### config.mk
export PLATFORM = sky130hd
export DESIGN_NAME = particle_frame_level_indicator_top
export DESIGN_NICKNAME = d
export VERILOG_FILES = /design/src/rtl/pfli_pkg.sv /design/src/rtl/pfli_csr.sv /design/src/rtl/pfli_parser.sv /design/src/rtl/pfli_classifier.sv /design/src/rtl/particle_frame_level_indicator_top.sv
export SDC_FILE = /design/constraint.sdc
export NUM_CORES = 1
export LEC_CHECK = 0
export BUFFER_PORTS_ARGS = -buffer_cell sky130_fd_sc_hd__buf_2
export CAP_MARGIN = 20
export CORE_ASPECT_RATIO = 0.8
export CORE_MARGIN = 10
export CORE_UTILIZATION = 55
export DETAILED_ROUTE_END_ITERATION = 12
export PLACE_DENSITY = 0.85
export SETUP_SLACK_MARGIN = 0.05
export SYNTH_ARGS = -nofsm -noshare
export SYNTH_HDL_FRONTEND = slang
export SYNTH_SLANG_ARGS = --single-unit
### constraint.sdc
create_clock -name clock -period 3.4 [get_ports clock]
set_input_delay 0.34 -clock clock [delete_from_list [all_inputs] [get_ports clock]]
set_output_delay 0.34 -clock clock [all_outputs]
set_load 0.02 [all_outputs]
### src/rtl/pfli_pkg.sv
`timescale 1ns / 1ps

package pfli_pkg;

   localparam int PFLI_FRAME_BYTES = 32;
   localparam int PFLI_NUM_LIMITS  = 6;
   localparam int PFLI_LIMIT_W     = 16;
   localparam int PFLI_LEVEL_W     = 3;
   localparam int PFLI_PM_W        = 16;
   localparam int PFLI_BYTE_W      = 8;
   localparam int PFLI_IDX_W       = $clog2(PFLI_NUM_LIMITS);
   localparam int PFLI_ADDR_W      = PFLI_IDX_W + 2;
   localparam int PFLI_CSR_W       = 32;
   localparam int PFLI_RSP_W       = 24;

   localparam logic [PFLI_BYTE_W-1:0] PFLI_START_0 = 8'h42;
   localparam logic [PFLI_BYTE_W-1:0] PFLI_START_1 = 8'h4d;
   localparam int PFLI_POS_HIGH = 12;
   localparam int PFLI_POS_LOW  = 13;

   localparam logic [PFLI_LEVEL_W-1:0] PFLI_LEVEL_GOOD = 3'd0;
   localparam logic [PFLI_LEVEL_W-1:0] PFLI_LEVEL_MOD  = 3'd1;
   localparam logic [PFLI_LEVEL_W-1:0] PFLI_LEVEL_SENS = 3'd2;
   localparam logic [PFLI_LEVEL_W-1:0] PFLI_LEVEL_TOP  = 3'd6;

   localparam logic [PFLI_LIMIT_W-1:0] PFLI_LIMIT_RESET [PFLI_NUM_LIMITS] =
      '{16'd12, 16'd35, 16'd55, 16'd150, 16'd250, 16'd500};

   typedef logic [PFLI_NUM_LIMITS-1:0][PFLI_LIMIT_W-1:0] limits_type;

   typedef struct packed {
      logic                 done;
      logic [PFLI_PM_W-1:0] pm;
      logic                 header_bad;
      logic                 lit;
   } frame_type;

   typedef struct packed {
      logic [PFLI_LEVEL_W-1:0] level;
      logic                    red;
      logic                    green;
      logic                    blue;
   } class_type;

   // red, green, blue for a level; purple above the sensitive band
   function automatic logic [2:0] pfli_color(input logic [PFLI_LEVEL_W-1:0] level);
      logic [2:0] rgb;
      case (level)
         PFLI_LEVEL_GOOD: rgb = 3'b010;
         PFLI_LEVEL_MOD:  rgb = 3'b001;
         PFLI_LEVEL_SENS: rgb = 3'b100;
         default:         rgb = 3'b101;
      endcase
      return rgb;
   endfunction

endpackage

### src/rtl/pfli_csr.sv
`timescale 1ns / 1ps

module pfli_csr
   import pfli_pkg::*;
(
   input  logic                   clock,
   input  logic                   reset,
   input  logic                   psel,
   input  logic                   penable,
   input  logic                   pwrite,
   input  logic [PFLI_ADDR_W-1:0] paddr,
   input  logic [PFLI_CSR_W-1:0]  pwdata,
   output logic [PFLI_CSR_W-1:0]  prdata,
   output limits_type             limits
);

   limits_type            limits_ff;
   limits_type            limits_in;
   logic [PFLI_IDX_W-1:0] idx;
   logic                  idx_ok;

   assign idx    = paddr[PFLI_ADDR_W-1:2];
   assign idx_ok = (32'(idx) < PFLI_NUM_LIMITS);

   always_comb begin
      limits_in = limits_ff;
      if (psel && penable && pwrite && idx_ok) begin
         limits_in[idx] = pwdata[PFLI_LIMIT_W-1:0];
      end
   end

   always_ff @(posedge clock) begin
      if (reset) begin
         for (int k = 0; k < PFLI_NUM_LIMITS; k++) begin
            limits_ff[k] <= PFLI_LIMIT_RESET[k];
         end
      end else begin
         limits_ff <= limits_in;
      end
   end

   assign prdata = idx_ok ? {{(PFLI_CSR_W-PFLI_LIMIT_W){1'b0}}, limits_ff[idx]} : '0;
   assign limits = limits_ff;

endmodule

### src/rtl/pfli_parser.sv
`timescale 1ns / 1ps

module pfli_parser
   import pfli_pkg::*;
#(
   parameter int FRAME_BYTES = PFLI_FRAME_BYTES
) (
   input  logic                   clock,
   input  logic                   reset,
   input  logic                   accept,
   input  logic [PFLI_BYTE_W-1:0] rx_byte,
   output frame_type              frame
);

   localparam int POS_W = $clog2(FRAME_BYTES);
   localparam logic [POS_W-1:0] POS_LAST = POS_W'(FRAME_BYTES - 1);
   localparam logic [POS_W-1:0] POS_HIGH = POS_W'(PFLI_POS_HIGH);
   localparam logic [POS_W-1:0] POS_LOW  = POS_W'(PFLI_POS_LOW);

   logic [POS_W-1:0]       pos_ff, pos_in;
   logic [PFLI_BYTE_W-1:0] high_ff, high_in;
   logic [PFLI_BYTE_W-1:0] low_ff, low_in;
   logic                   bad_ff, bad_in;
   logic                   lit_ff, lit_in;
   logic                   last;

   assign last = (pos_ff == POS_LAST);

   always_comb begin
      pos_in  = pos_ff;
      high_in = high_ff;
      low_in  = low_ff;
      bad_in  = bad_ff;
      lit_in  = lit_ff;
      if (accept) begin
         if (pos_ff == '0) begin
            bad_in = (rx_byte != PFLI_START_0);
         end else if (pos_ff == POS_W'(1)) begin
            bad_in = bad_ff | (rx_byte != PFLI_START_1);
         end else if (pos_ff == POS_HIGH) begin
            high_in = rx_byte;
         end else if (pos_ff == POS_LOW) begin
            low_in = rx_byte;
         end
         if (last) begin
            pos_in = '0;
            lit_in = ~lit_ff;
         end else begin
            pos_in = pos_ff + POS_W'(1);
         end
      end
   end

   always_ff @(posedge clock) begin
      if (reset) begin
         pos_ff  <= '0;
         high_ff <= '0;
         low_ff  <= '0;
         bad_ff  <= 1'b0;
         lit_ff  <= 1'b1;
      end else begin
         pos_ff  <= pos_in;
         high_ff <= high_in;
         low_ff  <= low_in;
         bad_ff  <= bad_in;
         lit_ff  <= lit_in;
      end
   end

   // low byte may be the frame's last byte in the shortest frame
   assign frame.done       = last;
   assign frame.pm         = {high_ff, (pos_ff == POS_LOW) ? rx_byte : low_ff};
   assign frame.header_bad = bad_ff;
   assign frame.lit        = lit_ff;

endmodule

### src/rtl/pfli_classifier.sv
`timescale 1ns / 1ps

module pfli_classifier
   import pfli_pkg::*;
(
   input  logic [PFLI_PM_W-1:0] pm,
   input  logic                 lit,
   input  limits_type           limits,
   output class_type            result
);

   logic [PFLI_LEVEL_W-1:0] level;
   logic [2:0]              rgb;

   // first limit above the value wins
   always_comb begin
      level = PFLI_LEVEL_TOP;
      for (int k = PFLI_NUM_LIMITS - 1; k >= 0; k--) begin
         if (pm < limits[k]) begin
            level = PFLI_LEVEL_W'(k);
         end
      end
   end

   assign rgb          = lit ? pfli_color(level) : 3'b000;
   assign result.level = level;
   assign result.red   = rgb[2];
   assign result.green = rgb[1];
   assign result.blue  = rgb[0];

endmodule

### src/rtl/particle_frame_level_indicator_top.sv
`timescale 1ns / 1ps
// channel   dir  transfer
// req_      in   one sensor byte per transfer
// rsp_      out  one result per completed frame
// csr_      in   six 16-bit limit registers at 4*i
//
// one byte per cycle; the result goes out the cycle after the last byte
// the single output register sets the rate: req_tready drops only while a
// result waits and rsp_tready is low
// reset clears the byte counter, captures and output valid, limits to defaults
// the first frame after reset is shown lit

module particle_frame_level_indicator_top
   import pfli_pkg::*;
#(
   parameter int FRAME_BYTES = PFLI_FRAME_BYTES
) (
   input  logic                   clock,
   input  logic                   reset,
   input  logic                   req_tvalid,
   output logic                   req_tready,
   input  logic [PFLI_BYTE_W-1:0] req_tdata,   // rx_byte
   output logic                   rsp_tvalid,
   input  logic                   rsp_tready,
   // pm_value[15:0] level[18:16] led_red[19] led_green[20] led_blue[21]
   // header_error[22] zero[23]
   output logic [PFLI_RSP_W-1:0]  rsp_tdata,
   input  logic                   csr_psel,
   input  logic                   csr_penable,
   input  logic                   csr_pwrite,
   input  logic [PFLI_ADDR_W-1:0] csr_paddr,
   input  logic [PFLI_CSR_W-1:0]  csr_pwdata,
   output logic [PFLI_CSR_W-1:0]  csr_prdata,
   output logic                   csr_pready
);

   limits_type                limits;
   frame_type                 frame;
   class_type                 cls;
   logic                      req_accept;
   logic                      rsp_valid_ff, rsp_valid_in;
   logic [PFLI_RSP_W-1:0]     rsp_data_ff, rsp_data_in;

   assign csr_pready = 1'b1;
   assign req_tready = !rsp_valid_ff || rsp_tready;
   assign req_accept = req_tvalid && req_tready;

   pfli_csr u_csr (
      .clock   (clock),
      .reset   (reset),
      .psel    (csr_psel),
      .penable (csr_penable),
      .pwrite  (csr_pwrite),
      .paddr   (csr_paddr),
      .pwdata  (csr_pwdata),
      .prdata  (csr_prdata),
      .limits  (limits)
   );

   pfli_parser #(
      .FRAME_BYTES (FRAME_BYTES)
   ) u_parser (
      .clock   (clock),
      .reset   (reset),
      .accept  (req_accept),
      .rx_byte (req_tdata),
      .frame   (frame)
   );

   pfli_classifier u_classifier (
      .pm     (frame.pm),
      .lit    (frame.lit),
      .limits (limits),
      .result (cls)
   );

   always_comb begin
      rsp_valid_in = rsp_valid_ff;
      rsp_data_in  = rsp_data_ff;
      if (req_accept && frame.done) begin
         rsp_valid_in = 1'b1;
         rsp_data_in  = {1'b0, frame.header_bad, cls.blue, cls.green, cls.red,
                         cls.level, frame.pm};
      end else if (rsp_tready) begin
         rsp_valid_in = 1'b0;
      end
   end

   always_ff @(posedge clock) begin
      if (reset) begin
         rsp_valid_ff <= 1'b0;
      end else begin
         rsp_valid_ff <= rsp_valid_in;
      end
   end

   always_ff @(posedge clock) begin
      rsp_data_ff <= rsp_data_in;
   end

   assign rsp_tvalid = rsp_valid_ff;
   assign rsp_tdata  = rsp_data_ff;

`ifndef NO_ASSERTIONS
   a_frame_end_gives_result: assert property (@(posedge clock) disable iff (reset)
      req_accept && frame.done |=> rsp_tvalid)
      else $error("frame end without result");

   a_level_range: assert property (@(posedge clock) disable iff (reset)
      rsp_tvalid |-> rsp_tdata[18:16] <= PFLI_LEVEL_TOP)
      else $error("level out of range");

   a_green_only_good: assert property (@(posedge clock) disable iff (reset)
      rsp_tvalid && rsp_tdata[20] |-> rsp_tdata[18:16] == PFLI_LEVEL_GOOD
                                      && !rsp_tdata[19] && !rsp_tdata[21])
      else $error("green lit outside good level");

   a_blink_toggles: assert property (@(posedge clock) disable iff (reset)
      req_accept && frame.done |=> frame.lit != $past(frame.lit))
      else $error("blink phase did not alternate");
`endif

endmodule
==> metrics.md <==
| Metric | Value |
|---|---|
| Antenna violations before repair | `0` |
| Most used DFF post-synth | `dfxtp_1` |
| Area growth, synth to finish | `13.00%` |
| Number of synthesized register bits | `143` |
| Setup TNS | `0 ns` |
| Detail Placement HPWL | `18,340 µm` |
| Placed cell count | `1,226` |
| CP cell instances | `inv_1 -> ha_1 -> and4b_2 -> nand2_1 -> nand2_1 -> buf_4 -> ha_1 -> nand2_1 -> nor4_1 -> o21ai_0 -> o211ai_1 -> buf_4 -> nor2_1 -> a211oi_1` |
| Largest stage delay on the critical path | `0.40 ns` |
| Final cycle utilization of the critical path | `0.9417` |
| CTS root buf | `clkbuf_16` |
| Critical Path Start | `u_parser.pos_ff[1]$_SDFFE_PP0P_` |
| Ports | `111` |
| Largest net degree at the start of global routing | `93` |
| Number of flops mapped to enable cells by yosys | `23` |
| Cell Area, Synth | `8267 µm²` |
| Synth Instances | `991` |
| Initial Utilization | `0.5704` |
| Hold WS | `0.2024 ns` |
| Detail Route Antenna Nets | `0` |
| Worst-skew pair later-pin latency | `0.43 ns` |
| Critical path required time | `3.66 ns` |
| Sink Count | `143` |
| Max Slew Vio Count | `0` |
| Crit path launch type | `register` |
| CTS Buf Count | `17` |
| Fin. Hold Viols | `0` |
| Global Route Usage Sum | `0.2488` |
| CP Class | `register to register` |
| CP Capture Type | `register` |
| Worst path arrival time | `3.46 ns` |
| CTS tree | `done` |
| Ys async rst share | `0` |
| Yosys warning count | `0` |
| Hold crit path type | `primary input to register` |
| Grt ovf | `0` |
| Unique cell type count in the Yosys netlist | `61` |
| Post-Place Setup Slack | `0.1382 ns` |
| Setup ws final | `0.1981 ns` |
| Core ar. | `14,490 µm²` |
| Share of cells above drive strength 1 | `0.1386` |
| Clock Tree Buf Depth | `2` |
| Number of I/O port buffers | `74` |
| Post-CTS Hold Fix Bufs | `0` |
| Clock skew | `0.009393 ns` |
| F_max | `312.3 MHz` |
| FP Rows | `39` |
| Vias/cell | `6.071` |
| Ant diodes | `0` |
| DR WL/cell | `20.06 µm` |
| DRC Markers | `0` |
| Max FO, Critical Path | `9` |
| Worst-margin pin slew | `1.021 ns` |
| 1st-pass router iterations | `6` |
| R2R Path Start | `u_parser.pos_ff[1]$_SDFFE_PP0P_` |
| Final Setup Violations | `0` |
| Routed vias | `7,643` |
| Slew Limit Headroom | `0.3196` |
| DIE AREA | `20,360 µm²` |
| Reg clk slew, reported paths | `0.06 ns` |
| Avg Inst Size Synth | `8.342 µm²` |
| H-tree Lvls | `4` |
| Vias in the first global route | `7,456` |
| Leak | `4.020 nW` |
| Final cell count without fillers | `1,259` |
| Worst VDD drop | `0.0003914 V` |
| Outcome | `complete, no violations` |
| Crit-path slowest cell | `dfxtp_1` |
| GP Congestion | `0.9895` |
| Minimum clock period | `3.202 ns` |
| Max-Cap Viols | `0` |
| Sequential area share after synthesis | `0.3741` |
| DR iter-0 viols | `808` |
| Global-route wire length before repair | `39,890 µm` |
| Pwr/cell area | `404.1 nW/µm²` |
| NumNets Final | `1,208` |
| Hold Crit Start | `csr_pwdata[12]` |
| Die H | `129.7 µm` |
| Final wirelength | `25,250 µm` |
| RSZ-0062 raised after global routing | `no` |
| Die width | `157.1 µm` |
| CP dominant cell by count | `nand2_1` |
kinds of logic after synthesis:
logic type               Yosys count  synth area share
other                              2         0.0009085
flip-flops                       143            0.3741
AND/OR/NAND/NOR                  341            0.1887
buffers and inverters            159           0.08385
multiplexers                      17           0.02104
adder cells (fa/ha/maj)           94            0.1423
AO/OA/AOI/OAI                    234            0.1880
XOR/XNOR                           1          0.001060
cell usage after synthesis, drive strengths merged, types with 3 or more instances:
cell	n	area, µm²
dfxtp	120	2402
o21a	12	90.09
and2	8	51.31
clkbuf	29	108.9
edfxtp	23	690.7
and3	3	20.02
a31oi	5	46.29
nand2	195	732.0
nor2	56	210.2
nand3	23	115.1
nand2b	6	37.54
inv	99	371.6
o21ai	16	80.08
a21oi	96	480.5
a22oi	48	360.4
nand4	8	50.05
a211oi	10	80.07
o2111ai	3	26.28
a211o	25	219.0
a21o	4	30.03
nor3b	9	87.59
mux2i	17	173.9
ha	94	1176
o211ai	5	37.54
nor4	6	37.54
buf	31	212.7
nor3	9	50.05
stage by stage:
step,util,total power [mW],instance area [µm²]
finish,0.6446,3.775,9341
global route,0.6446,3.863,9341
CTS,0.6434,3.762,9324
detailed placement,0.6049,2.013,8766
global placement,0.6049,2.009,8766
floorplan,-,1.930,8327
metal layers:
layer,vias up,wire (µm),GRT usage
met5,-,0,0
met4,0,597,0.09495
met3,42,2825,0.06713
met2,422,11230,0.3878
met1,3611,10600,0.3244
li1,3568,-,-
placed cells by master, fill, tap and decap left out, types with 6 or more instances in the layout:
cell type,Yosys,layout
and2_1,6,6
nand4_1,8,8
buf_2,11,73
nand3_1,23,23
nand2_1,195,192
nor2_1,56,56
inv_1,98,98
nor4_1,6,6
clkbuf_16,0,17
mux2i_1,16,16
a211o_1,25,25
a22oi_1,48,48
conb_1,2,18
nand2b_1,6,6
dfxtp_1,120,120
nor3_1,8,8
a21oi_1,96,96
o21a_1,12,12
edfxtp_1,23,23
ha_1,94,94
o21ai_0,16,16
a211oi_1,9,9
buf_4,18,23
worst max-delay path: cells and delay by family (launching register included):
kind / cells / cell delay (ns)
and+or+nand+nor: 6 / 1.04
AOI/OAI and AO/OA: 3 / 0.59
DFF: 1 / 0.40
buffers and inverters: 3 / 0.48
adders and majority gates: 2 / 0.52
worst paths after layout:
path | end | slack, ns | cells after the start
worst max-delay path | rsp_tdata[16]$_DFFE_PP_ | 0.20 | 14
worst min-delay path | u_csr.limits[44]$_SDFFE_PP0P_ | 0.20 | 3
worst max register to register | rsp_tdata[16]$_DFFE_PP_ | 0.20 | 14
worst min register to register | rsp_tdata[22]$_DFFE_PP_ | 0.46 | 0
final cells by class:
cell class	count	area (µm²)
fillers	1177	5151
multi-input cells	705	4551
flip-flops and latches	143	3093
repair buffers	96	538.0
clock buffers	20	446.7
inverters	99	371.6
well taps	184	230.2
clock inverters	12	111.4
registers in the layout (all words and copies together) (netlist names):
signal / cells
rsp_tvalid: 1
u_parser.high_ff: 8
u_csr.limits: 96
u_parser.low_ff: 8
u_parser.pos_ff: 5
u_parser.lit_ff: 1
u_parser.bad_ff: 1
rsp_tdata: 23
report_power, final:
part           internal, mW  total, mW  switching, mW
Clock                  1.03       1.79          0.763
Combinational        0.0714      0.244          0.173
Sequential             1.73       1.74         0.0127
repair_timing:
item	in CTS	in global routing
setup endpoints to repair	0	5
setup buffers	0	1
resized for setup	0	5
No activity file was read; power rests on OpenSTA's default activity.
